[src/design/mbrtu_pkg.sv]
package mbrtu_pkg;

  // Defaults for the top-level parameters
  localparam int MBRTU_NUM_REGS  = 16;
  localparam int MBRTU_MAX_FRAME = 256;

  // CRC-16, reflected form
  localparam logic [15:0] CRC_INIT = 16'hFFFF;
  localparam logic [15:0] CRC_POLY = 16'hA001;

  // Protocol codes
  localparam logic [7:0] FC_READ_INPUT    = 8'h04;
  localparam logic [7:0] EXC_FLAG         = 8'h80;
  localparam logic [7:0] EXC_ILLEGAL_FUNC = 8'h01;
  localparam logic [7:0] EXC_ILLEGAL_ADDR = 8'h02;

  // Request kinds on in_tuser
  localparam logic REQ_BUS_BYTE = 1'b0;
  localparam logic REQ_REG_UPD  = 1'b1;

  // Response header byte positions
  localparam logic [1:0] HEAD_ADDR = 2'd0;
  localparam logic [1:0] HEAD_FUNC = 2'd1;
  localparam logic [1:0] HEAD_INFO = 2'd2;

  // Minimum frame length that is evaluated
  localparam int MIN_FRAME = 8;
  localparam int HDR_LEN   = 6;

  typedef enum logic [2:0] {
    S_RX,
    S_CHECK,
    S_HEAD,
    S_RD,
    S_HI,
    S_LO,
    S_CRC_LO,
    S_CRC_HI
  } state_t;

  typedef enum logic [2:0] {
    SRC_HEAD,
    SRC_HI,
    SRC_LO,
    SRC_CRC_LO,
    SRC_CRC_HI
  } src_t;

  // Controller to datapath
  typedef struct packed {
    logic rx_take;
    logic upd_take;
    logic clear_frame;
    logic start_resp;
    logic emit;
    src_t src;
    logic rd_issue;
    logic reg_next;
  } cmd_t;

  // Datapath to controller
  typedef struct packed {
    logic frame_ok;
    logic resp_exc;
    logic head_last;
    logic regs_last;
    logic out_free;
  } sts_t;

  // One byte through the CRC-16 shift register
  function automatic logic [15:0] crc_byte(input logic [15:0] crc, input logic [7:0] b);
    logic [15:0] c;
    c = crc ^ {8'h00, b};
    for (int i = 0; i < 8; i++) begin
      c = c[0] ? ((c >> 1) ^ CRC_POLY) : (c >> 1);
    end
    return c;
  endfunction

endpackage

[src/design/modbus_rtu_slave_read_input_regs.sv]
// Modbus RTU slave, function 04 (read input registers).
// Input channel in_*: one request per beat. in_tuser selects the kind:
// 0 = received bus byte (in_tdata[7:0], in_tlast marks the frame end),
// 1 = register bank write (in_tdata[11:8] index, in_tdata[27:12] value).
// Output channel out_*: one response byte per beat, out_tlast on the CRC
// high byte. Config channel cfg_*: slave address, always ready.
// Requests are taken one per cycle while the block receives. A frame end
// is evaluated in S_CHECK; a dropped frame reopens input after it. Else the
// response is three header bytes at one per cycle while output is free,
// then per register a bank RAM read, high byte and low byte (not for an
// exception), then two CRC bytes. Input is held off (in_tready low) until
// the last response byte is loaded into the output register.
// Reset clears the frame state, the output register and the bank valid
// bits, so all registers read as zero until written; the slave address
// returns to 1. A stalled receiver holds the output register and the
// response sequencer waits on it without losing or repeating bytes.
module modbus_rtu_slave_read_input_regs
  import mbrtu_pkg::*;
  #(parameter int NUM_REGS  = MBRTU_NUM_REGS,
    parameter int MAX_FRAME = MBRTU_MAX_FRAME)
  (input  logic        clk,
   input  logic        rst_n,
   input  logic        in_tvalid,
   output logic        in_tready,
   input  logic [31:0] in_tdata,   // rx_byte[7:0], reg_index[11:8], reg_value[27:12], zero
   input  logic        in_tlast,
   input  logic        in_tuser,   // req_type
   output logic        out_tvalid,
   input  logic        out_tready,
   output logic [7:0]  out_tdata,  // tx_byte[7:0]
   output logic        out_tlast,
   input  logic        cfg_valid,
   output logic        cfg_ready,
   input  logic [7:0]  cfg_data);

  cmd_t cmd;
  sts_t sts;

  mbrtu_ctrl u_ctrl (
    .clk       (clk),
    .rst_n     (rst_n),
    .in_tvalid (in_tvalid),
    .in_tuser  (in_tuser),
    .in_tlast  (in_tlast),
    .in_tready (in_tready),
    .sts       (sts),
    .cmd       (cmd)
  );

  mbrtu_dp #(.NUM_REGS(NUM_REGS), .MAX_FRAME(MAX_FRAME)) u_dp (
    .clk        (clk),
    .rst_n      (rst_n),
    .in_tdata   (in_tdata),
    .cfg_valid  (cfg_valid),
    .cfg_data   (cfg_data),
    .cfg_ready  (cfg_ready),
    .cmd        (cmd),
    .sts        (sts),
    .out_tvalid (out_tvalid),
    .out_tready (out_tready),
    .out_tdata  (out_tdata),
    .out_tlast  (out_tlast)
  );

endmodule

[src/design/mbrtu_ram.sv]
module mbrtu_ram
  #(parameter int WIDTH = 16,
    parameter int DEPTH = 16)
  (input  logic                                  clk,
   input  logic                                  we,
   input  logic [(DEPTH > 1 ? $clog2(DEPTH) : 1)-1:0] waddr,
   input  logic [WIDTH-1:0]                      wdata,
   input  logic                                  re,
   input  logic [(DEPTH > 1 ? $clog2(DEPTH) : 1)-1:0] raddr,
   output logic [WIDTH-1:0]                      rdata_r);

  logic [WIDTH-1:0] mem_r [DEPTH];

  // Single write port, registered read port
  always_ff @(posedge clk) begin
    if (we) begin
      mem_r[waddr] <= wdata;
    end
    if (re) begin
      rdata_r <= mem_r[raddr];
    end
  end

endmodule

[src/design/mbrtu_ctrl.sv]
module mbrtu_ctrl
  import mbrtu_pkg::*;
  (input  logic clk,
   input  logic rst_n,
   input  logic in_tvalid,
   input  logic in_tuser,
   input  logic in_tlast,
   output logic in_tready,
   input  sts_t sts,
   output cmd_t cmd);

  state_t state_r, state_nxt;

  always_ff @(posedge clk) begin
    if (!rst_n) begin
      state_r <= S_RX;
    end else begin
      state_r <= state_nxt;
    end
  end

  // Next state and commands
  always_comb begin
    state_nxt       = state_r;
    in_tready       = 1'b0;
    cmd             = '0;
    cmd.src         = SRC_HEAD;
    case (state_r)
      S_RX: begin
        in_tready = 1'b1;
        if (in_tvalid) begin
          if (in_tuser == REQ_REG_UPD) begin
            cmd.upd_take = 1'b1;
          end else begin
            cmd.rx_take = 1'b1;
            if (in_tlast) state_nxt = S_CHECK;
          end
        end
      end
      S_CHECK: begin
        if (sts.frame_ok) begin
          cmd.start_resp = 1'b1;
          state_nxt      = S_HEAD;
        end else begin
          cmd.clear_frame = 1'b1;
          state_nxt       = S_RX;
        end
      end
      S_HEAD: begin
        cmd.src = SRC_HEAD;
        if (sts.out_free) begin
          cmd.emit = 1'b1;
          if (sts.head_last) state_nxt = sts.resp_exc ? S_CRC_LO : S_RD;
        end
      end
      S_RD: begin
        cmd.rd_issue = 1'b1;
        state_nxt    = S_HI;
      end
      S_HI: begin
        cmd.src = SRC_HI;
        if (sts.out_free) begin
          cmd.emit  = 1'b1;
          state_nxt = S_LO;
        end
      end
      S_LO: begin
        cmd.src = SRC_LO;
        if (sts.out_free) begin
          cmd.emit     = 1'b1;
          cmd.reg_next = 1'b1;
          state_nxt    = sts.regs_last ? S_CRC_LO : S_RD;
        end
      end
      S_CRC_LO: begin
        cmd.src = SRC_CRC_LO;
        if (sts.out_free) begin
          cmd.emit  = 1'b1;
          state_nxt = S_CRC_HI;
        end
      end
      S_CRC_HI: begin
        cmd.src = SRC_CRC_HI;
        if (sts.out_free) begin
          cmd.emit        = 1'b1;
          cmd.clear_frame = 1'b1;
          state_nxt       = S_RX;
        end
      end
      default: state_nxt = S_RX;
    endcase
  end

  // Frame end always leads to the evaluation cycle
  a_end_to_check: assert property (@(posedge clk) disable iff (!rst_n)
    cmd.rx_take && in_tlast |=> state_r == S_CHECK)
    else $error("frame end did not reach check");

  // The evaluation state is never held
  a_check_once: assert property (@(posedge clk) disable iff (!rst_n)
    state_r == S_CHECK |=> state_r != S_CHECK)
    else $error("check state held");

  // No request taken while a response is in progress
  a_no_take_busy: assert property (@(posedge clk) disable iff (!rst_n)
    (cmd.rx_take || cmd.upd_take) |-> state_r == S_RX)
    else $error("request taken while busy");

endmodule

[src/design/mbrtu_dp.sv]
module mbrtu_dp
  import mbrtu_pkg::*;
  #(parameter int NUM_REGS  = MBRTU_NUM_REGS,
    parameter int MAX_FRAME = MBRTU_MAX_FRAME)
  (input  logic        clk,
   input  logic        rst_n,
   input  logic [31:0] in_tdata,
   input  logic        cfg_valid,
   input  logic [7:0]  cfg_data,
   output logic        cfg_ready,
   input  cmd_t        cmd,
   output sts_t        sts,
   output logic        out_tvalid,
   input  logic        out_tready,
   output logic [7:0]  out_tdata,
   output logic        out_tlast);

  localparam int AW  = NUM_REGS > 1 ? $clog2(NUM_REGS) : 1;
  localparam int CW  = $clog2(NUM_REGS + 1);
  localparam int RCW = $clog2(MAX_FRAME + 1);

  // Request fields
  logic [7:0]  rx_byte;
  logic [7:0]  idx_ext;
  logic [15:0] reg_value;
  assign rx_byte   = in_tdata[7:0];
  assign idx_ext   = {4'b0000, in_tdata[11:8]};
  assign reg_value = in_tdata[27:12];

  // Slave address register
  logic [7:0] slave_addr_r;
  assign cfg_ready = 1'b1;
  always_ff @(posedge clk) begin
    if (!rst_n) begin
      slave_addr_r <= 8'd1;
    end else if (cfg_valid) begin
      slave_addr_r <= cfg_data;
    end
  end

  // Register bank: RAM plus per-entry valid bits (unwritten reads as zero)
  logic                upd_we;
  logic [AW-1:0]       waddr;
  logic [NUM_REGS-1:0] valid_r, valid_nxt;
  logic [AW-1:0]       rd_addr_r;
  logic [15:0]         rdata_r;
  logic                rd_vld_r;

  assign upd_we = cmd.upd_take && (idx_ext < 8'(NUM_REGS));
  assign waddr  = idx_ext[AW-1:0];

  always_comb begin
    for (int i = 0; i < NUM_REGS; i++) begin
      valid_nxt[i] = valid_r[i] | (upd_we && waddr == AW'(i));
    end
  end

  always_ff @(posedge clk) begin
    if (!rst_n) begin
      valid_r <= '0;
    end else begin
      valid_r <= valid_nxt;
    end
  end

  always_ff @(posedge clk) begin
    if (cmd.rd_issue) rd_vld_r <= valid_r[rd_addr_r];
  end

  mbrtu_ram #(.WIDTH(16), .DEPTH(NUM_REGS)) u_bank (
    .clk     (clk),
    .we      (upd_we),
    .waddr   (waddr),
    .wdata   (reg_value),
    .re      (cmd.rd_issue),
    .raddr   (rd_addr_r),
    .rdata_r (rdata_r)
  );

  // Receive side: header capture, tail window, running CRC
  logic [RCW-1:0] rx_count_r;
  logic [15:0]    rx_crc_r;
  logic [7:0]     header_r [HDR_LEN];
  logic [7:0]     tail0_r, tail1_r;
  logic           rx_store;

  assign rx_store = cmd.rx_take && (rx_count_r < RCW'(MAX_FRAME));

  always_ff @(posedge clk) begin
    if (!rst_n || cmd.clear_frame) begin
      rx_count_r <= '0;
      rx_crc_r   <= CRC_INIT;
    end else if (rx_store) begin
      rx_count_r <= rx_count_r + 1'b1;
      if (rx_count_r >= RCW'(2)) rx_crc_r <= crc_byte(rx_crc_r, tail0_r);
    end
  end

  always_ff @(posedge clk) begin
    if (rx_store) begin
      tail0_r <= tail1_r;
      tail1_r <= rx_byte;
      for (int i = 0; i < HDR_LEN; i++) begin
        if (rx_count_r == RCW'(i)) header_r[i] <= rx_byte;
      end
    end
  end

  // Frame evaluation
  logic [15:0] start_w, count_w;
  logic [16:0] end_w;
  logic        range_ok, is_fc04;

  assign start_w  = {header_r[2], header_r[3]};
  assign count_w  = {header_r[4], header_r[5]};
  assign end_w    = {1'b0, start_w} + {1'b0, count_w};
  assign range_ok = (count_w != 16'd0) && ({1'b0, count_w} <= 17'(NUM_REGS)) &&
                    ({1'b0, start_w} < 17'(NUM_REGS)) && (end_w <= 17'(NUM_REGS));
  assign is_fc04  = header_r[1] == FC_READ_INPUT;

  assign sts.frame_ok = (rx_count_r >= RCW'(MIN_FRAME)) && (header_r[0] == slave_addr_r) &&
                        ({tail1_r, tail0_r} == rx_crc_r);
  assign sts.resp_exc = !(is_fc04 && range_ok);

  // Response sequencing counters
  logic [1:0]    head_cnt_r;
  logic [CW-1:0] rem_r;

  assign sts.head_last = head_cnt_r == HEAD_INFO;
  assign sts.regs_last = rem_r == CW'(1);

  always_ff @(posedge clk) begin
    if (cmd.start_resp) begin
      head_cnt_r <= HEAD_ADDR;
      rd_addr_r  <= header_r[3][AW-1:0];
      rem_r      <= header_r[5][CW-1:0];
    end else begin
      if (cmd.emit && cmd.src == SRC_HEAD) head_cnt_r <= head_cnt_r + 1'b1;
      if (cmd.reg_next) begin
        rd_addr_r <= rd_addr_r + 1'b1;
        rem_r     <= rem_r - 1'b1;
      end
    end
  end

  // Response byte select
  logic [7:0]  head_byte, tx_byte;
  logic [15:0] tx_crc_r;
  logic [15:0] reg_word;

  assign reg_word = rd_vld_r ? rdata_r : 16'h0000;

  always_comb begin
    case (head_cnt_r)
      HEAD_ADDR: head_byte = slave_addr_r;
      HEAD_FUNC: head_byte = sts.resp_exc ? (header_r[1] | EXC_FLAG) : FC_READ_INPUT;
      HEAD_INFO: head_byte = !sts.resp_exc ? {header_r[5][6:0], 1'b0} :
                             (is_fc04 ? EXC_ILLEGAL_ADDR : EXC_ILLEGAL_FUNC);
      default:   head_byte = 8'h00;
    endcase
  end

  always_comb begin
    case (cmd.src)
      SRC_HEAD:   tx_byte = head_byte;
      SRC_HI:     tx_byte = reg_word[15:8];
      SRC_LO:     tx_byte = reg_word[7:0];
      SRC_CRC_LO: tx_byte = tx_crc_r[7:0];
      SRC_CRC_HI: tx_byte = tx_crc_r[15:8];
      default:    tx_byte = 8'h00;
    endcase
  end

  // Response CRC over the body bytes
  always_ff @(posedge clk) begin
    if (cmd.start_resp) begin
      tx_crc_r <= CRC_INIT;
    end else if (cmd.emit && (cmd.src == SRC_HEAD || cmd.src == SRC_HI ||
                              cmd.src == SRC_LO)) begin
      tx_crc_r <= crc_byte(tx_crc_r, tx_byte);
    end
  end

  // Output register
  logic       out_vld_r;
  logic [7:0] out_data_r;
  logic       out_last_r;

  assign sts.out_free = !out_vld_r || out_tready;
  assign out_tvalid   = out_vld_r;
  assign out_tdata    = out_data_r;
  assign out_tlast    = out_last_r;

  always_ff @(posedge clk) begin
    if (!rst_n) begin
      out_vld_r <= 1'b0;
    end else if (cmd.emit) begin
      out_vld_r <= 1'b1;
    end else if (out_tready) begin
      out_vld_r <= 1'b0;
    end
  end

  always_ff @(posedge clk) begin
    if (cmd.emit) begin
      out_data_r <= tx_byte;
      out_last_r <= cmd.src == SRC_CRC_HI;
    end
  end

  // A byte is loaded only when the output register can take it
  a_emit_free: assert property (@(posedge clk) disable iff (!rst_n)
    cmd.emit |-> sts.out_free)
    else $error("output register overwritten");

  // A bank read never runs past the requested range
  a_rd_in_range: assert property (@(posedge clk) disable iff (!rst_n)
    cmd.rd_issue |-> rem_r != '0)
    else $error("register read past range");

  // Last flag marks the high CRC byte only
  a_last_crc: assert property (@(posedge clk) disable iff (!rst_n)
    cmd.emit && cmd.src == SRC_CRC_HI |=> out_tvalid && out_tlast)
    else $error("response end not flagged");

endmodule
[config.mk]
export PLATFORM = sky130hd
export DESIGN_NAME = modbus_rtu_slave_read_input_regs
export DESIGN_NICKNAME = d
export VERILOG_FILES = /design/src/design/mbrtu_pkg.sv /design/src/design/modbus_rtu_slave_read_input_regs.sv /design/src/design/mbrtu_ram.sv /design/src/design/mbrtu_ctrl.sv /design/src/design/mbrtu_dp.sv
export SDC_FILE = /design/constraint.sdc
export NUM_CORES = 1
export LEC_CHECK = 0
export ABC_AREA = 1
export BUFFER_PORTS_ARGS = -buffer_cell sky130_fd_sc_hd__buf_2
export CORE_AREA = 5 5 241 184
export DETAILED_ROUTE_END_ITERATION = 10
export DIE_AREA = 0 0 246 189
export GPL_TIMING_DRIVEN = 0
export SLEW_MARGIN = 40
export SYNTH_ARGS = -nofsm -noshare
export SYNTH_HDL_FRONTEND = slang
export SYNTH_SLANG_ARGS = --single-unit
export TNS_END_PERCENT = 1
[constraint.sdc]
create_clock -name clk -period 5.5 [get_ports clk]
set_clock_uncertainty 0.05 [all_clocks]
set_input_delay 0.825 -clock clk [delete_from_list [all_inputs] [get_ports clk]]
set_output_delay 0.825 -clock clk [all_outputs]
set_load 0.005 [all_outputs]
==> impl_results.md, run 1 <==
* Crit path max fanout at 6
* Final net count at 1920
* Share of the synthesized area in the top cell type at roughly 58%
* Hold Buf Count CTS at 0
* Critical-path top delay cell: fa_1
* Synth Net Count at 1801
* Reg2reg start: u_dp.header_r[5][0]
* Worst path max stage delay at around 460 ps
* Most frequent CP cell: nand2_1
* Max-slew headroom at a little under half
* DR vias/cell at ~5.5
* CTS tree: done
* Async S/R FF share, synth at 0%
* Worst-Skew Late Latency at around 570 ps
* Dpl cell area at 20000 um^2
* Seq cells post-synth at 426
* LEAKAGE at roughly 8.0 nW
* Yosys warnings at 0
* Final Critical Period at between 3000 and 4000 ps
* First-pass GRT wire length at approximately 77000 um
* Min-Delay Path Class: reg2reg
* Clock Path Buffers at 3
* Synth unique cells at 48
* Max Slew Vio Count at 0
* Core area at between 40000 and 50000 um^2
* Post-synthesis cell area at 18500 um^2
* Synthesized area per cell at between 10 and 15 um^2
* Detailed placement HPWL at approximately 36000 um
* HP Start: u_dp.tail1_r[4]
* Clk sinks at 426
* Die Ht at between 150 and 200 um
* Port-buffer cells at 53
* Hold path cells at 0
* Cells on worst reg2reg path at 28
* Vias in the first global route at roughly 13000
* H-tree lvl count at 2
* Hold WS at about 420 ps
* Final ANT Viol Nets at 0
* Reg area at roughly 12000 um^2
* Predominant post-synthesis flop cell: edfxtp_1
* Post-CTS setup buffers at 0
* Setup TNS at 0 ps
* Drt total wl at 50800 um
* Hold EP: u_dp.tail0_r[4]
* CTS Buf Count at 43
* F_max at around 250 MHz
* Worst Path Required at ~5900 ps
* Most common cell after layout, fill and taps aside: edfxtp_1
* Tot GR Track Use at a little over a fifth
* Starting density of the core at 44.4%
* 1st-iter DRT viols at 1784
* Die Area at around 46000 um^2
* Layout cells sized above 1 at roughly a tenth
* Initial antenna violation count at 0
* Area Growth Syn to Fin at 15.8%
* DIE WIDTH at roughly 250 um
* Share of the yosys chip area belonging to registers at about 65%
* Status: complete, no violations
* CP endpoint kind: flip-flop
* CTS clk-pin slew, worst paths at ~60 ps
* Worst EP arrival at approximately 4400 ps
* Largest net degree at the start of global routing at 17
* Fill count at 3706
* Final period utilization at a little under three quarters
* Crit path buf inv count at 2
* RSZ-0062 raised after global routing: no
* Critical path type: reg2reg
* Reg-to-reg slack, setup at 1540 ps
* Cell taking the most area after synthesis: edfxtp_1
* Final setup viols at 0
* Final instance area at about 21000 um^2
* EDFF count, synth at 355
* Critical path's top delay family: simple AND/OR/NAND/NOR gates
* Syn Inst Count at ~1700
* Wire per inst at between 20 and 25 um
* Commonest non-fill, non-tap cells in the layout: edfxtp_1 (355), nand2_1 (337), nor2_1 (189), inv_1 (133), o21ai_0 (121)
* Overflow after GRT at 0
* Root Buffer: clkbuf_16
* Post_cts resized at 0
* # DRC at 0
* First-pass iteration count of the detailed router at 5
* Multi-input gate area at just under 6000 um^2
* Peak VDD IR at approximately 0.26 mV
* Max_cap viols at 0
* I/O pin cnt at 59
* RR Endpoint: u_dp.tx_crc_r[0]
* Dominant cells by area after synthesis: edfxtp_1 (58%), dfxtp_1 (7.7%), nand2_1 (6.8%), nor2_1 (4.2%), o21ai_0 (3.3%)
* Vias at ~13000
* Final Hold Vio Count at 0
* FP Rows at 65
* Worst setup SP type: flip-flop
* PD cells at ~320 nW/um^2
* GPL Wtd Cong at between 0.8 and 0.9
* Least-Margin Pin Slew at 796 ps
routing by layer:
layer	share of wire, %	GRT usage, %
met1	48	34.5
met2	41	30.5
met3	8.9	3.77
met4	2.4	5.64
met5	0	0
stage by stage:
step	worst slack [ps]	utilization [%]	std cells	power, mW
floorplan	1690	-	1722	3.72
finish	1540	51.4	2445	6.81
CTS	1610	51.4	2444	6.84
detailed placement	1640	47.9	2365	3.84
global route	1200	51.4	2444	7.01
global placement	263	46.8	2344	3.82
flip-flops by register name, indices dropped and copies added, names as in the netlist, 5 cells and up:
name,flops
u_dp.rem_r,5
u_dp.tx_crc_r,16
u_dp.rx_count_r,9
u_dp.valid_r,16
u_dp.tail1_r,8
u_dp.tail0_r,8
u_dp.out_tdata,8
u_dp.u_bank.mem_r,256
u_dp.rx_crc_r,16
u_dp.slave_addr_r,8
u_dp.header_r,48
u_dp.u_bank.rdata_r,16
worst register-to-register path: cells and delay by family, from the launching register on:
| kind | cells | cell delay, ps |
|---|---|---|
| simple gates | 23 | 2350 |
| buf+inv | 2 | 120 |
| fa+ha+maj | 2 | 750 |
| compound gates | 1 | 150 |
| flops | 1 | 430 |
cell usage after synthesis (17+ instances only):
master    number
nand3_1       84
nand4_1       30
a21oi_1       74
edfxtp_1     355
ha_1          31
o22ai_1       24
nor2_1       205
o211ai_1      25
nand2_1      337
dfxtp_1       71
o21ai_0      122
clkbuf_1      58
a221oi_1      22
xor2_1        22
inv_1        133
o221ai_1      17
xnor2_1       21
where the power goes:
| part | switching [mW] | leakage, nW | internal, mW |
|---|---|---|---|
| Clock | 1.24 | 0.709 | 1.79 |
| Sequential | 0.0138 | 3.79 | 3.52 |
| Combinational | 0.170 | 3.50 | 0.0652 |
final cells by class:
cell class | count | share of cell area [%]
sequential | 426 | 56.4
multi-input combinational | 1092 | 27.1
clock buffer | 55 | 5.47
tap | 569 | 3.32
timing repair buffer | 74 | 2.72
inverter | 140 | 2.45
clock inverter | 24 | 1.34
buffer | 64 | 1.16
antenna | 1 | 0.0117
cell families after synthesis:
group | Yosys count | share of synthesized area (%)
AOI/OAI and AO/OA | 307 | 9.98
xor gates and xnor gates | 44 | 2.18
adders and majority gates | 32 | 2.20
buffers and inverters | 204 | 4.17
DFF | 426 | 65.3
other | 1 | 0.0203
and+or+nand+nor | 708 | 16.1
how the worst max path moves through the flow:
stage / startpoint / endpoint / depth (start not counted) / slack (ps)
final: u_dp.header_r[5][0] / u_dp.tx_crc_r[0] / 28 / 1540
after global routing: u_dp.header_r[5][0] / u_dp.tx_crc_r[0] / 28 / 1200
after CTS: u_dp.header_r[5][0] / u_dp.tx_crc_r[0] / 28 / 1610
after detailed placement: u_dp.header_r[5][0] / u_dp.tx_crc_r[0] / 28 / 1640
after global placement: in_tvalid / u_dp.header_r[2][2] / 5 / 260
after floorplan: in_tvalid / u_dp.header_r[2][0] / 4 / 1690
Power figures use the tool's default switching activity.
==> inputs of run 2 (changes only) <==
Clock period 5.5 ns to 3.6 ns, I/O delays scaled along.
==> run 2 against run 1 <==
  * Clock power rose by 53%
  * Sequential share of layout area fell by 1.0 points
  * Final area rose by 1.9%
  * Combinational power rose by 66%
  * Global-route usage rose by 0.11 points
  * Critical path type unchanged
  * Routed wire length rose by 1.2%
  * Register-to-register slack got worse by 1500 ps
  * Critical path depth did not move
  * Count of clock-buffer cells in the layout did not move
  * Sequential power rose by 53%
  * Sequential cell count did not move
  * Worst hold slack got worse by 270 ps
==> impl_results.md, run 2 (synthesis results as in run 1) <==
* Status: complete, no violations
* CTS tree: done
* Die Ht at 189 um
* Clock Path Buffers at 3
* Critical path's top delay family: simple AND/OR/NAND/NOR gates
* Port-buffer cells at 53
* Critical-path top delay cell: edfxtp_1
* Final net count at about 1900
* Crit path max fanout at 6
* Max_cap viols at 0
* DR vias/cell at approximately 5.5
* Wire per inst at about 21 um
* Starting density of the core at around 44%
* Peak VDD IR at 0.400 mV
* LEAKAGE at just over 8 nW
* Vias at approximately 14000
* I/O pin cnt at 59
* Final ANT Viol Nets at 0
* Biggest register: u_dp.u_bank.mem_r
* Max reg flops at roughly 260
* Worst Path Required at around 4000 ps
* Commonest non-fill, non-tap cells in the layout: edfxtp_1 (355), nand2_1 (328), nor2_1 (186), inv_1 (133), o21ai_0 (120)
* Worst setup endpoint: u_dp.tx_crc_r[0]
* Clk sinks at around 430
* Tot GR Track Use at ~22%
* Final setup viols at 0
* FP Rows at between 60 and 70
* Root Buffer: clkbuf_16
* DIE WIDTH at approximately 250 um
* Layout cells sized above 1 at ~13%
* Worst-Skew Late Latency at ~570 ps
* 1st-iter DRT viols at 1663
* Crit path buf inv count at 2
* Crit path from: u_dp.header_r[3][0]
* Largest net degree at the start of global routing at 17
* Critical path type: reg2reg
* Final instance area at approximately 22000 um^2
* Final Hold Vio Count at 0
* # DRC at 0
* Worst EP arrival at 3970 ps
* Dpl cell area at 20000 um^2
* Final period utilization at ~100%
* Worst setup SP type: flip-flop
* Reg2reg start: u_dp.header_r[3][0]
* Inserted Diodes at 0
* Least-Margin Pin Slew at between 900 and 1000 ps
* H-tree lvl count at 2
* Cells on worst reg2reg path at 28
* Min-Delay Path Class: in2reg
* WP depth at 28
* Area Growth Syn to Fin at 17.9%
* RR Endpoint: u_dp.tx_crc_r[0]
* Overflow after GRT at 0
* Reg-to-reg slack, setup at just under 40 ps
* RSZ-0062 raised after global routing: yes
* Max Slew Vio Count at 0
* Worst path max stage delay at about 450 ps
* Power, Total at around 10 mW
* Most frequent CP cell: nand2_1
* CP endpoint kind: flip-flop
* CTS Buf Count at between 40 and 50
* Detailed placement HPWL at 36400 um
* Hold path cells at 3
* First-pass iteration count of the detailed router at 6
* PD cells at 479 nW/um^2
* Die Area at around 46000 um^2
* F_max at ~280 MHz
* First-pass GRT wire length at 77600 um
* GPL Wtd Cong at approximately 0.87
* Most common cell after layout, fill and taps aside: edfxtp_1
* Final Critical Period at ~3600 ps
* Initial antenna violation count at 0
* Largest regs: u_dp.u_bank.mem_r x256, u_dp.header_r x48
* Core area at between 40000 and 50000 um^2
* CTS clk-pin slew, worst paths at about 60 ps
* Max-slew headroom at 38.2%
* Drt total wl at between 50000 and 60000 um
* Vias in the first global route at approximately 13000
run 2: changes by cell type in the layout (fill, tap and decap cells not counted), sizes merged:
cell	change
buf	+24
diode	-1
run 2: how the worst min path moves through the flow:
stage | startpoint | end | slack, ps
after floorplan | u_dp.valid_r[10] | u_dp.valid_r[10] | 380
after global placement | u_dp.valid_r[10] | u_dp.valid_r[10] | 400
after detailed placement | u_dp.tail1_r[5] | u_dp.tail0_r[5] | 410
after CTS | cfg_data[6] | u_dp.slave_addr_r[6] | 140
after global routing | cfg_data[6] | u_dp.slave_addr_r[6] | 160
final | cfg_data[6] | u_dp.slave_addr_r[6] | 150
run 2: cell type report:
cell class              instances  area, um^2
clock inverters                24         287
inverters                     140         526
clock buffers                  55        1170
repair buffers                 98         762
plain buffers                  64         248
well taps                     569         712
fillers                      3669       19800
multi-input cells            1092        6030
flip-flops and latches        426       12100
run 2: report_power, final:
part           switching, mW  internal, mW
logic                  0.270         0.120
clock network           1.91          2.74
registers             0.0213          5.38
total                   2.20          8.24
run 2: worst register-to-register path, delay by kind of cell (launching register included):
family,cells,cell delay (ps)
adder cells (fa/ha/maj),2,590
flip-flops,1,450
AO/OA/AOI/OAI,1,120
AND/OR/NAND/NOR,23,2130
buffers and inverters,2,110
run 2: metrics by stage:
step	TNS (ps)	std cells	hold slack, ps	worst slack (ps)	util [%]
4_1_cts	0	2460	139	8.64	51.8
2_1_floorplan	0	1722	385	56.2	-
3_5_place_dp	-706	2365	405	-264	47.9
6_report	0	2468	153	38.6	52.4
3_3_place_gp	-158670	2344	395	-1610	46.8
5_1_grt	-609	2468	158	-239	52.4
run 2: what timing repair did:
action	CTS	global route
hold endpoints to repair	0	0
pin swaps	4	17
setup buffers	16	8
hold buffers	0	0
endpoints found under the setup margin	4	8
resized for setup	13	32
run 2: per-layer routing:
layer / GRT usage (%) / wire length, um / vias up
met3: 3.80 / 4440 / 80
met1: 34.5 / 24400 / 6591
li1: - / - / 6347
met4: 5.68 / 1200 / 0
met2: 30.8 / 21400 / 583
met5: 0 / 0 / -
